$ cat src/pfmt_pkg.sv
package pfmt_pkg;

   localparam int FLAG_W = 7;
   localparam int KEY_WORD_W = 64;

   typedef enum logic [1:0] {
      MODE_APPLY  = 2'd0,
      MODE_INSERT = 2'd1,
      MODE_FORMAT = 2'd2,
      MODE_UNUSED = 2'd3
   } mode_type;

   typedef struct packed {
      logic [FLAG_W-1:0] new_flags;
      logic              matched;
      logic              status;
   } result_type;

   typedef struct packed {
      logic [FLAG_W-1:0] set_mask;
      logic [FLAG_W-1:0] clear_mask;
      logic              permanent;
   } attr_type;

endpackage

$ cat src/pfmt_ram.sv
module pfmt_ram #(
   parameter int WIDTH = 8,
   parameter int DEPTH = 16
) (
   input  logic                     clock,
   input  logic                     wr_en,
   input  logic [$clog2(DEPTH)-1:0] wr_addr,
   input  logic [WIDTH-1:0]         wr_data,
   input  logic                     rd_en,
   input  logic [$clog2(DEPTH)-1:0] rd_addr,
   output logic [WIDTH-1:0]         rd_data
);

   logic [WIDTH-1:0] mem_ff [DEPTH];
   logic [WIDTH-1:0] rd_data_ff;

   always_ff @(posedge clock) begin
      if (wr_en) begin
         mem_ff[wr_addr] <= wr_data;
      end
      if (rd_en) begin
         rd_data_ff <= mem_ff[rd_addr];
      end
   end

   assign rd_data = rd_data_ff;

endmodule

$ cat src/pfmt_ctrl.sv
module pfmt_ctrl #(
   parameter int TABLE_DEPTH = 16,
   parameter int KEY_W = 256
) (
   input  logic                                clock,
   input  logic                                reset,
   input  logic                                start,
   input  pfmt_pkg::mode_type                  start_mode,
   input  logic [pfmt_pkg::FLAG_W-1:0]         start_flags,
   input  logic                                rsp_free,
   input  logic [KEY_W-1:0]                    key_req,
   input  logic [KEY_W-1:0]                    key_rd,
   input  pfmt_pkg::attr_type                  attr_rd,
   output logic                                ready,
   output logic                                done,
   output pfmt_pkg::result_type                result,
   output logic                                rd_en,
   output logic [$clog2(TABLE_DEPTH)-1:0]      rd_addr,
   output logic                                wr_en,
   output logic [$clog2(TABLE_DEPTH)-1:0]      wr_addr
);

   localparam int IW = $clog2(TABLE_DEPTH);
   localparam logic [IW-1:0] LAST = IW'(TABLE_DEPTH - 1);
   localparam logic [IW:0] COUNT_END = (IW + 1)'(TABLE_DEPTH);

   typedef enum logic [1:0] {
      S_IDLE,
      S_APPLY,
      S_INSERT,
      S_DONE
   } state_type;

   state_type                   state_ff;
   logic [TABLE_DEPTH-1:0]      active_ff;
   logic [TABLE_DEPTH-1:0]      end_ff;
   logic [IW:0]                 scan_ff;
   logic                        chk_valid_ff;
   logic [IW-1:0]               chk_idx_ff;
   logic [pfmt_pkg::FLAG_W-1:0] flags_ff;
   logic                        matched_ff;
   logic                        status_ff;

   logic [IW-1:0]               slot;
   logic                        hit;
   logic                        ins_write;
   logic [IW-1:0]               ins_addr;

   assign slot = scan_ff[IW-1:0];
   assign hit = active_ff[chk_idx_ff] && (key_rd == key_req);

   always_comb begin
      ins_write = 1'b0;
      ins_addr = slot;
      if (state_ff == S_INSERT) begin
         if (end_ff[slot]) begin
            if (!active_ff[slot]) begin
               ins_write = 1'b1;
            end else if (slot != LAST) begin
               ins_write = 1'b1;
               ins_addr = slot + 1'b1;
            end
         end else if (!active_ff[slot]) begin
            ins_write = 1'b1;
         end
      end
   end

   assign rd_en = (state_ff == S_APPLY) && (scan_ff < COUNT_END);
   assign rd_addr = slot;
   assign wr_en = ins_write;
   assign wr_addr = ins_addr;
   assign ready = (state_ff == S_IDLE);
   assign done = (state_ff == S_DONE);
   assign result.new_flags = flags_ff;
   assign result.matched = matched_ff;
   assign result.status = status_ff;

   always_ff @(posedge clock) begin
      if (reset) begin
         state_ff <= S_IDLE;
         active_ff <= '0;
         end_ff <= TABLE_DEPTH'(1);
         scan_ff <= '0;
         chk_valid_ff <= 1'b0;
         chk_idx_ff <= '0;
         flags_ff <= '0;
         matched_ff <= 1'b0;
         status_ff <= 1'b0;
      end else begin
         unique case (state_ff)
            S_IDLE: begin
               if (start) begin
                  flags_ff <= (start_mode == pfmt_pkg::MODE_APPLY) ? start_flags : '0;
                  matched_ff <= 1'b0;
                  status_ff <= 1'b0;
                  scan_ff <= '0;
                  chk_valid_ff <= 1'b0;
                  unique case (start_mode)
                     pfmt_pkg::MODE_APPLY: begin
                        state_ff <= S_APPLY;
                     end
                     pfmt_pkg::MODE_INSERT: begin
                        state_ff <= S_INSERT;
                     end
                     pfmt_pkg::MODE_FORMAT: begin
                        active_ff <= '0;
                        end_ff <= TABLE_DEPTH'(1);
                        state_ff <= S_DONE;
                     end
                     default: begin
                        state_ff <= S_DONE;
                     end
                  endcase
               end
            end
            S_APPLY: begin
               if (rd_en) begin
                  scan_ff <= scan_ff + 1'b1;
               end
               chk_valid_ff <= rd_en;
               chk_idx_ff <= slot;
               if (chk_valid_ff) begin
                  if (hit) begin
                     flags_ff <= (flags_ff | attr_rd.set_mask) & ~attr_rd.clear_mask;
                     matched_ff <= 1'b1;
                     if (!attr_rd.permanent) begin
                        active_ff[chk_idx_ff] <= 1'b0;
                     end
                  end
                  if (end_ff[chk_idx_ff] || chk_idx_ff == LAST) begin
                     state_ff <= S_DONE;
                  end
               end
            end
            S_INSERT: begin
               if (ins_write) begin
                  active_ff[ins_addr] <= 1'b1;
                  if (ins_addr != slot) begin
                     end_ff <= (end_ff & ~(TABLE_DEPTH'(1) << slot))
                               | (TABLE_DEPTH'(1) << ins_addr);
                  end
                  state_ff <= S_DONE;
               end else if (end_ff[slot]) begin
                  status_ff <= 1'b1;
                  state_ff <= S_DONE;
               end else if (slot == LAST) begin
                  state_ff <= S_DONE;
               end else begin
                  scan_ff <= scan_ff + 1'b1;
               end
            end
            S_DONE: begin
               if (rsp_free) begin
                  state_ff <= S_IDLE;
               end
            end
            default: begin
               state_ff <= S_IDLE;
            end
         endcase
      end
   end

endmodule

$ cat src/pending_flag_modifier_table.sv
// Channel   | Valid     | Stall     | Payload
// ----------+-----------+-----------+------------------------------------------------
// request   | req_valid | req_stall | req_mode, req_key_word_0..3, req_user_flags,
//           |           |           | req_set_mask, req_clear_mask, req_keep_after_use
// response  | rsp_valid | rsp_stall | rsp_new_flags, rsp_matched, rsp_status
//
// An apply transaction reads one slot per cycle from the registered key and mask memories
// and stops at the end mark or the last slot. An insert transaction scans the flags one slot
// per cycle. A format transaction, like reset, empties the table at once; no clearing pass.
// A new request is taken while a finished response still waits on rsp_stall, but the
// block holds req_stall high until that next result can enter the response register.
module pending_flag_modifier_table #(
   parameter int TABLE_DEPTH = 16,
   parameter int KEY_WORDS = 4
) (
   input  logic                                clock,
   input  logic                                reset,
   input  logic                                req_valid,
   output logic                                req_stall,
   input  logic [1:0]                          req_mode,
   input  logic [pfmt_pkg::KEY_WORD_W-1:0]     req_key_word_0,
   input  logic [pfmt_pkg::KEY_WORD_W-1:0]     req_key_word_1,
   input  logic [pfmt_pkg::KEY_WORD_W-1:0]     req_key_word_2,
   input  logic [pfmt_pkg::KEY_WORD_W-1:0]     req_key_word_3,
   input  logic [pfmt_pkg::FLAG_W-1:0]         req_user_flags,
   input  logic [pfmt_pkg::FLAG_W-1:0]         req_set_mask,
   input  logic [pfmt_pkg::FLAG_W-1:0]         req_clear_mask,
   input  logic                                req_keep_after_use,
   output logic                                rsp_valid,
   input  logic                                rsp_stall,
   output logic [pfmt_pkg::FLAG_W-1:0]         rsp_new_flags,
   output logic                                rsp_matched,
   output logic                                rsp_status
);

   localparam int IW = $clog2(TABLE_DEPTH);
   localparam int KEY_W = KEY_WORDS * pfmt_pkg::KEY_WORD_W;
   localparam int FULL_KEY_W = 4 * pfmt_pkg::KEY_WORD_W;

   logic                        accept;
   logic                        ready;
   logic                        done;
   logic                        rsp_free;
   pfmt_pkg::result_type        result;
   logic [FULL_KEY_W-1:0]       key_full;

   logic [KEY_W-1:0]            key_ff;
   pfmt_pkg::attr_type          attr_ff;
   logic                        rsp_valid_ff;
   pfmt_pkg::result_type        rsp_ff;

   logic                        rd_en;
   logic [IW-1:0]               rd_addr;
   logic                        wr_en;
   logic [IW-1:0]               wr_addr;
   logic [KEY_W-1:0]            key_rd;
   pfmt_pkg::attr_type          attr_rd;

   assign key_full = {req_key_word_3, req_key_word_2, req_key_word_1, req_key_word_0};
   assign accept = req_valid && ready;
   assign req_stall = !ready;
   assign rsp_free = !rsp_valid_ff || !rsp_stall;

   always_ff @(posedge clock) begin
      if (accept) begin
         key_ff <= key_full[KEY_W-1:0];
         attr_ff.set_mask <= req_set_mask;
         attr_ff.clear_mask <= req_clear_mask;
         attr_ff.permanent <= req_keep_after_use;
      end
   end

   always_ff @(posedge clock) begin
      if (reset) begin
         rsp_valid_ff <= 1'b0;
      end else if (done && rsp_free) begin
         rsp_valid_ff <= 1'b1;
      end else if (!rsp_stall) begin
         rsp_valid_ff <= 1'b0;
      end
   end

   always_ff @(posedge clock) begin
      if (done && rsp_free) begin
         rsp_ff <= result;
      end
   end

   assign rsp_valid = rsp_valid_ff;
   assign rsp_new_flags = rsp_ff.new_flags;
   assign rsp_matched = rsp_ff.matched;
   assign rsp_status = rsp_ff.status;

   pfmt_ram #(
      .WIDTH (KEY_W),
      .DEPTH (TABLE_DEPTH)
   ) u_key_ram (
      .clock   (clock),
      .wr_en   (wr_en),
      .wr_addr (wr_addr),
      .wr_data (key_ff),
      .rd_en   (rd_en),
      .rd_addr (rd_addr),
      .rd_data (key_rd)
   );

   pfmt_ram #(
      .WIDTH ($bits(pfmt_pkg::attr_type)),
      .DEPTH (TABLE_DEPTH)
   ) u_attr_ram (
      .clock   (clock),
      .wr_en   (wr_en),
      .wr_addr (wr_addr),
      .wr_data (attr_ff),
      .rd_en   (rd_en),
      .rd_addr (rd_addr),
      .rd_data (attr_rd)
   );

   pfmt_ctrl #(
      .TABLE_DEPTH (TABLE_DEPTH),
      .KEY_W       (KEY_W)
   ) u_ctrl (
      .clock       (clock),
      .reset       (reset),
      .start       (accept),
      .start_mode  (pfmt_pkg::mode_type'(req_mode)),
      .start_flags (req_user_flags),
      .rsp_free    (rsp_free),
      .key_req     (key_ff),
      .key_rd      (key_rd),
      .attr_rd     (attr_rd),
      .ready       (ready),
      .done        (done),
      .result      (result),
      .rd_en       (rd_en),
      .rd_addr     (rd_addr),
      .wr_en       (wr_en),
      .wr_addr     (wr_addr)
   );

endmodule

$ cat config.mk
export PLATFORM = sky130hd
export DESIGN_NAME = pending_flag_modifier_table
export DESIGN_NICKNAME = d
export VERILOG_FILES = /design/src/pfmt_pkg.sv /design/src/pfmt_ram.sv /design/src/pfmt_ctrl.sv /design/src/pending_flag_modifier_table.sv
export SDC_FILE = /design/constraint.sdc
export NUM_CORES = 2
export LEC_CHECK = 0
export ABC_AREA = 1
export ABC_CLOCK_PERIOD_IN_PS = 34900
export BUFFER_PORTS_ARGS = -buffer_cell sky130_fd_sc_hd__buf_4
export CAP_MARGIN = 20
export CORE_ASPECT_RATIO = 1.1
export CORE_MARGIN = 2
export CORE_UTILIZATION = 40
export CTS_BUF_LIST = sky130_fd_sc_hd__clkbuf_16
export DETAILED_ROUTE_END_ITERATION = 7
export PLACE_DENSITY = 0.61
export SLEW_MARGIN = 20
export SYNTH_ARGS = -nofsm -noshare
export SYNTH_HDL_FRONTEND = slang
export SYNTH_MEMORY_MAX_BITS = 65536
export SYNTH_SLANG_ARGS = --single-unit
export TNS_END_PERCENT = 1
$ cat constraint.sdc
create_clock -name clock -period 34.9 [get_ports clock]
set_clock_uncertainty 0.05 [all_clocks]
set_input_delay 3.49 -clock clock [delete_from_list [all_inputs] [get_ports clock]]
set_output_delay 3.49 -clock clock [all_outputs]
set_load 0.02 [all_outputs]
# --- Yosys cells after proc, flatten, opt, wreduce, memory -nomap -nowiden ---
# Memories as Yosys holds them, arrays and structs flattened. A register that Yosys moved wholly into a read port is not among the register bits.
# Cells that the tools add are included.
totals:
  register_bits: 334
  mem_bits_rw: 4336
  inputBits: 284
  out_inout_bits: 11
  word_cells: 152
  memories: 2
op_classes:
  addsub: 2
  magnitude_cmp: 6
  n_eq_ne: 26
  shifts: 2
  muxes: 65
  n_bitwise: 9
  reduce_logical: 23
mem_list:
  columns: ["memory", "depth", "word_bits", "rd", "rd_clocked_by_memory_dff", "wr", "line", "text"]
  rows:
  - ["u_key_ram.mem_ff", 16, 256, 1, 1, 1, "pfmt_ram.sv:14", "logic [WIDTH-1:0] mem_ff [DEPTH];"]
  - ["u_attr_ram.mem_ff", 16, 15, 1, 1, 1, "pfmt_ram.sv:14", null]
op_table:
  columns: ["op", "n"]
  rows:
  - ["== test 256 bit", 1]
  - ["two-way mux 16 bit", 10]
  - ["one-hot mux 16 bit (3 select lines)", 1]
  - ["bitwise AND 16 bit", 2]
  - ["NOT 16 bit", 2]
  - ["OR 16 bit", 2]
  - ["one-hot mux 16 bit (2 select lines)", 1]
  - ["left shift 1 x 4 -> 16 bit (first input constant)", 2]
  - ["two-way mux 7 bit", 4]
  - ["two-way mux 5 bit", 5]
  - ["two-way mux 1 bit", 20]
  - ["!= test 2 bit (second input constant)", 10]
  - ["binary-select mux 1 bit (select 4 bit)", 4]
  - ["two-way mux 4 bit", 4]
  - ["< comparator 4 x 5 -> 1 bit (second input constant)", 3]
  - ["one-hot mux 5 bit (3 select lines)", 1]
  - ["two-way mux 2 bit", 7]
  - ["one-hot mux 7 bit (2 select lines)", 1]
  - ["!= test 2 x 1 -> 1 bit (second input constant)", 5]
  - ["AND reduction 5 bit", 2]
  - ["demux 1 bit (select 4 bit)", 2]
  - ["== test 4 bit (second input constant)", 2]
  - ["greater-or-equal comparator 4 x 1 -> 1 bit (second input constant)", 2]
  - ["!= test 4 bit (second input constant)", 2]
  - ["other kinds (22)", 38]

# --- Longest topological paths before layout ---
logic_depth:
  ltp_word: 12
  depth_mapped: 21
  mapped_depth_nobuf: 19

# --- Modules after synthesis ---
# Synthesis repeated with hierarchy kept, for this count alone.
hier_totals:
  cells_unflattened: 17847
  hier_area_um2: 203396.3
modules_own_cells:
  columns: ["mod", "n_inst", "cells_each", "area_each_um2", "seq_area_each_um2"]
  rows:
  - ["pfmt_ram at u_key_ram", 1, 15479, 177306.3, 130685.3]
  - ["pfmt_ram at u_attr_ram", 1, 1009, 10761.6, 7657.3]
  - ["pending_flag_modifier_table", 1, 288, 8463.1, 8428.1]
  - ["pfmt_ctrl", 1, 1071, 6865.3, 1061.0]

# --- Worst setup path before layout ---
# Ideal clock, no wire load.
synth_timing:
  path_type: "reg-to-reg"
  startpoint: "reg u_ctrl.scan_ff[1]"
  endpoint: "mem u_attr_ram.mem_ff[0][0] (netlist bit) (enable)"
  arrival_ps: 13614
  path_slack_ps: 20323
  stages_incl_launch_ff: 13
  path_buffers: 5
  cell_sequence: "dfxtp_1 -> buf_2 -> inv_2 -> buf_4 -> clkbuf_1 -> clkbuf_1 -> clkbuf_1 -> ha_1 -> o21ai_2 -> nand2_1 -> nor2_1 -> inv_2 -> nor2_1"
synth_between:
  elab_chain_len: 7
  elab_cells_between_ends: 17
synth_rtl:
  columns: ["item", "line", "text"]
  rows:
  - ["from (decl)", "pfmt_ctrl.sv:37", "logic [IW:0] scan_ff;"]
  - ["from (signal assigned)", "pfmt_ctrl.sv:119", "scan_ff <= scan_ff + 1'b1;"]
  - ["from (signal assigned)", "pfmt_ctrl.sv:150", "scan_ff <= scan_ff + 1'b1;"]
  - ["binary-select mux 1 bit (select 4 bit) or != test 4 bit (tied branches)", "pfmt_ctrl.sv:57, pfmt_ctrl.sv:63, pfmt_ctrl.sv:59", null]
  - ["two-way mux 1 bit (on tied branches)", "pfmt_ctrl.sv:57, pfmt_ctrl.sv:63, pfmt_ctrl.sv:59", null]
  - ["two-way mux 1 bit (on tied branches)", "pfmt_ctrl.sv:63, pfmt_ctrl.sv:57", null]
  - ["two-way mux 1 bit", "pfmt_ctrl.sv:56", "if (end_ff[slot]) begin"]
  - ["two-way mux 1 bit", "pfmt_ctrl.sv:55", "if (state_ff == S_INSERT) begin"]
  - ["two-way mux 1 bit", "pfmt_ram.sv:18", "if (wr_en) begin"]
  - ["two-way mux 1 bit (not written as such)", "pfmt_ram.sv:19", "mem_ff[wr_addr] <= wr_data;"]
  - ["to (decl)", "pfmt_ram.sv:14", null]
# Several ways; a longest one is shown, not always the timed one. The select of a mux whose other input is x is not followed.

# --- Worst setup path after layout ---
layout_timing:
  startpoint: "reg u_ctrl.scan_ff[0]"
  endpoint: "mem u_key_ram.mem_ff[14][73] (netlist bit) (enable)"
layout_between:
  elab_chain_len: 7
  elab_cells_between_ends: 17
layout_rtl:
  columns: ["item", "line"]
  rows:
  - ["binary-select mux 1 bit (select 4 bit) or != test 4 bit (tied branches)", "pfmt_ctrl.sv:57, pfmt_ctrl.sv:63, pfmt_ctrl.sv:59"]
  - ["two-way mux 1 bit (on tied branches)", "pfmt_ctrl.sv:57, pfmt_ctrl.sv:63, pfmt_ctrl.sv:59"]
  - ["two-way mux 1 bit (on tied branches)", "pfmt_ctrl.sv:63, pfmt_ctrl.sv:57"]
  - ["two-way mux 1 bit", "pfmt_ctrl.sv:56"]
  - ["two-way mux 1 bit", "pfmt_ctrl.sv:55"]
  - ["two-way mux 1 bit", "pfmt_ram.sv:18"]
  - ["two-way mux 1 bit (not written as such)", "pfmt_ram.sv:19"]
  - ["to (decl)", "pfmt_ram.sv:14"]
# Several ways; a longest one is shown, not always the timed one. The select of a mux whose other input is x is not followed.

==> impl_metrics.ini <==
[sta]
rsz0062_at_grt = false
timing.final.crit_share = 0.220
period_minus_slack_ns = 7.69
report.final.slew_viol_count = 0
slew_headroom = 0.185
worst_pin_slew_ns = 1.22
finalSetupTns_ns = 0
setup_viol = 0
fmax_mhz = 130
hold_viol = 0

[placement]
routabilityCongestion = 0.889
hpwl_mm = 261
io_buffers = 294

[worst_setup_path]
cp_top_family = buffers and inverters
slowest_stage = dfxtp_4
crit_chain = buf_4 > buf_4 > nand2_1 > o21ai_1 > nand2_1 > nand3_2 > nand3_4 > nand2_8 > nand2_2 > nand2_1 > nand2_2 > nor2_4 > buf_4 > buf_4 > buf_4 > buf_4
start_kind = flop
end_kind = flop
required_ns = 35.46
critPathMaxFanout = 74
path_buf_inv = 6
cp_common_cell = buf_4
slowest_delay_ns = 0.84
crit_type = reg -> reg
critPathArrivalTime_ns = 8.25

[grt]
antenna_found_initial = 14
grt_usage = 0.205
grt_pass1_vias = 112000
grt_max_degree = 214
grt_first_pass_wirelength_mm = 748
grt-ovfl-total = 0

[route]
drt_iter0_drc = 12400
post_drt_wl_per_cell_um = 24.9
firstDrtPassIters = 8
routed_via_density = 5.65
ant_nets = 0
vias = 115000
routed_wl_mm = 508
drcViolationCount = 0

[clock_network]
tritoncts = done
clock_sinks = 4941
insertion_delay_ns = 1.09
clk_pin_slew_ns = 0.06
cts_root_buf = clkbuf_16
clockBufferDepth = 4
post_cts_resized = 0
htreeDepth = 5
cts_buffers = 483
post_cts_buffers = 0
ctsHoldBuffers = 0

[min_path]
hold_class = reg -> reg

[synth]
syn_inst = 13600
syn_area_mm2 = 0.190
yosys_warnings = 0
synth_cell_type_count = 41
yosys_register_bits = 4941
yosysSeqAreaShare = 0.779
async_flop_share = 0
synth_nets = 13900
avgSynthCellArea_um2 = 13.9
ys.flop_type = edfxtp_1
synth-edff-count = 4887

[layout]
area_growth_pct = 12.8
final_cell_mix = edfxtp_1 (4,887), nor2_1 (2,414), o21ai_0 (2,207)
drive_gt1_frac = 0.0897
mostFrequentLayoutCell = edfxtp_1
nets = 14000
fill_cells = 41700
utilization = 0.453

[die]
ioPinCount = 295
std_cell_rows = 265
fp.dieW_um = 661
core_mm2 = 0.473
dieArea_mm2 = 0.480
die_height_um = 726
start_util = 0.401

[power_and_ir_drop]
pwr_density_cell_mw_per_mm2 = 82.2
peakVddDrop_mv = 0.0788
p_leak_nw = 69.0

[flow_run]
maxCapViolCount = 0

[run_status]
status = finished clean
cell type report:
| cell class | count | area (um2) | share of cell area |
|---|---|---|---|
| Clock buffer | 484 | 12100 | 0.0566 |
| Multi-Input combinational cell | 7612 | 37900 | 0.177 |
| Tap cell | 6274 | 7850 | 0.0367 |
| Antenna cell | 10 | 25.0 | 0.000117 |
| Inverter | 153 | 629 | 0.00294 |
| Sequential cell | 4941 | 148000 | 0.691 |
| Clock inverter | 413 | 3410 | 0.0159 |
| Timing Repair Buffer | 521 | 4270 | 0.0199 |
worst paths after layout:
path / startpoint / endpoint / slack (ns) / depth (start not counted)
setup / recovery: u_ctrl.scan_ff[0]$_SDFFE_PP0P_ / u_key_ram.mem_ff[14][73]$_DFFE_PP_ / 27.21 / 16
hold / removal: u_ctrl.chk_valid_ff$_SDFFE_PP0P_ / u_ctrl.chk_valid_ff$_SDFFE_PP0P_ / 0.41 / 2
setup reg to reg: u_ctrl.scan_ff[0]$_SDFFE_PP0P_ / u_key_ram.mem_ff[14][73]$_DFFE_PP_ / 27.21 / 16
hold reg to reg: u_ctrl.chk_valid_ff$_SDFFE_PP0P_ / u_ctrl.chk_valid_ff$_SDFFE_PP0P_ / 0.41 / 2
tightest hold or removal path, stage by stage (launching register included):
cell and delay (ns):
dfxtp_1 0.31, nand2_1 0.06, a21oi_1 0.05
power breakdown:
| group | internal [mW] | leakage [nW] | switching [mW] | total [mW] |
|---|---|---|---|---|
| Combinational | 1.26 | 16.3 | 3.45 | 4.71 |
| Clock | 2.85 | 7.99 | 2.27 | 5.12 |
| Sequential | 7.36 | 44.6 | 0.405 | 7.76 |
synthesized netlist by cell type, types with 2 or more instances:
| master | count | area [um2] |
|---|---|---|
| o22ai_1 | 621 | 3880 |
| buf_6 | 6 | 67.6 |
| nand3_4 | 2 | 35.0 |
| edfxtp_1 | 4887 | 147000 |
| nand3_1 | 493 | 2470 |
| o211ai_1 | 84 | 631 |
| o21ai_1 | 9 | 45.0 |
| nand2_2 | 9 | 56.3 |
| buf_2 | 112 | 561 |
| buf_4 | 3 | 22.5 |
| xnor2_1 | 36 | 315 |
| clkbuf_1 | 750 | 2820 |
| a22oi_1 | 5 | 37.5 |
| a31oi_1 | 7 | 43.8 |
| dfxtp_1 | 54 | 1080 |
| nor2_1 | 2432 | 9130 |
| nand2_1 | 943 | 3540 |
| nor2_8 | 2 | 40.0 |
| a211oi_1 | 4 | 30.0 |
| o31ai_1 | 7 | 52.6 |
| nand3_2 | 6 | 60.1 |
| inv_1 | 142 | 533 |
| inv_2 | 9 | 33.8 |
| nor3_1 | 2 | 10.0 |
| nand2_4 | 3 | 33.8 |
| o221ai_1 | 467 | 4090 |
| nand4_1 | 11 | 68.8 |
| xor2_1 | 165 | 1450 |
| buf_1 | 29 | 109 |
| a21oi_1 | 73 | 365 |
| nor2_2 | 2 | 12.5 |
| ha_1 | 11 | 138 |
| o21ai_0 | 2207 | 11000 |
| nor2_4 | 5 | 56.3 |
| nand4_4 | 2 | 42.5 |
sequential cells by signal (all words and copies together), names as in the netlist, 2 cells and up:
| name | cells |
|---|---|
| u_ctrl.scan_ff | 5 |
| u_ctrl.state_ff | 2 |
| u_key_ram.mem_ff | 4096 |
| rsp_new_flags | 7 |
| u_attr_ram.mem_ff | 240 |
| u_ctrl.active_ff | 16 |
| key_ff | 256 |
| u_ctrl.flags_ff | 7 |
| u_attr_ram.rd_data | 15 |
| attr_ff | 15 |
| u_ctrl.end_ff | 16 |
| u_ctrl.chk_idx_ff | 4 |
| u_key_ram.rd_data | 256 |
per-stage QoR:
stage | instances | instance area (um2) | hold slack [ns] | power, mW | setup WS [ns]
CTS | 20400 | 214000 | 0.415 | 17.7 | 27.14
global route | 20400 | 214000 | 0.426 | 18.4 | 26.83
global placement | 19500 | 198000 | 0.404 | 12.5 | 27.22
detailed placement | 19500 | 198000 | 0.408 | 12.6 | 27.19
finish | 20400 | 214000 | 0.414 | 17.6 | 27.21
floorplan | 13600 | 190000 | 0.359 | 11.0 | 20.32
layer usage:
layer	share of wire	up-vias	GRT usage
met1	0.42	58800	0.282
met2	0.48	4577	0.343
met5	0	-	0
li1	-	51200	-
met4	0.028	0	0.0591
met3	0.069	747	0.0258
cell families (layout without fill, tap and decap cells):
family	after synthesis	in the layout	synth area share
flip-flops	4941	4941	0.779
AO/OA/AOI/OAI	3486	3486	0.107
buffers and inverters	1053	1571	0.0219
XOR/XNOR	201	201	0.00928
adder cells (fa/ha/maj)	11	11	0.000725
AND/OR/NAND/NOR	3914	3914	0.0821
other	0	10	0
No activity file was read; power rests on OpenSTA's default activity.
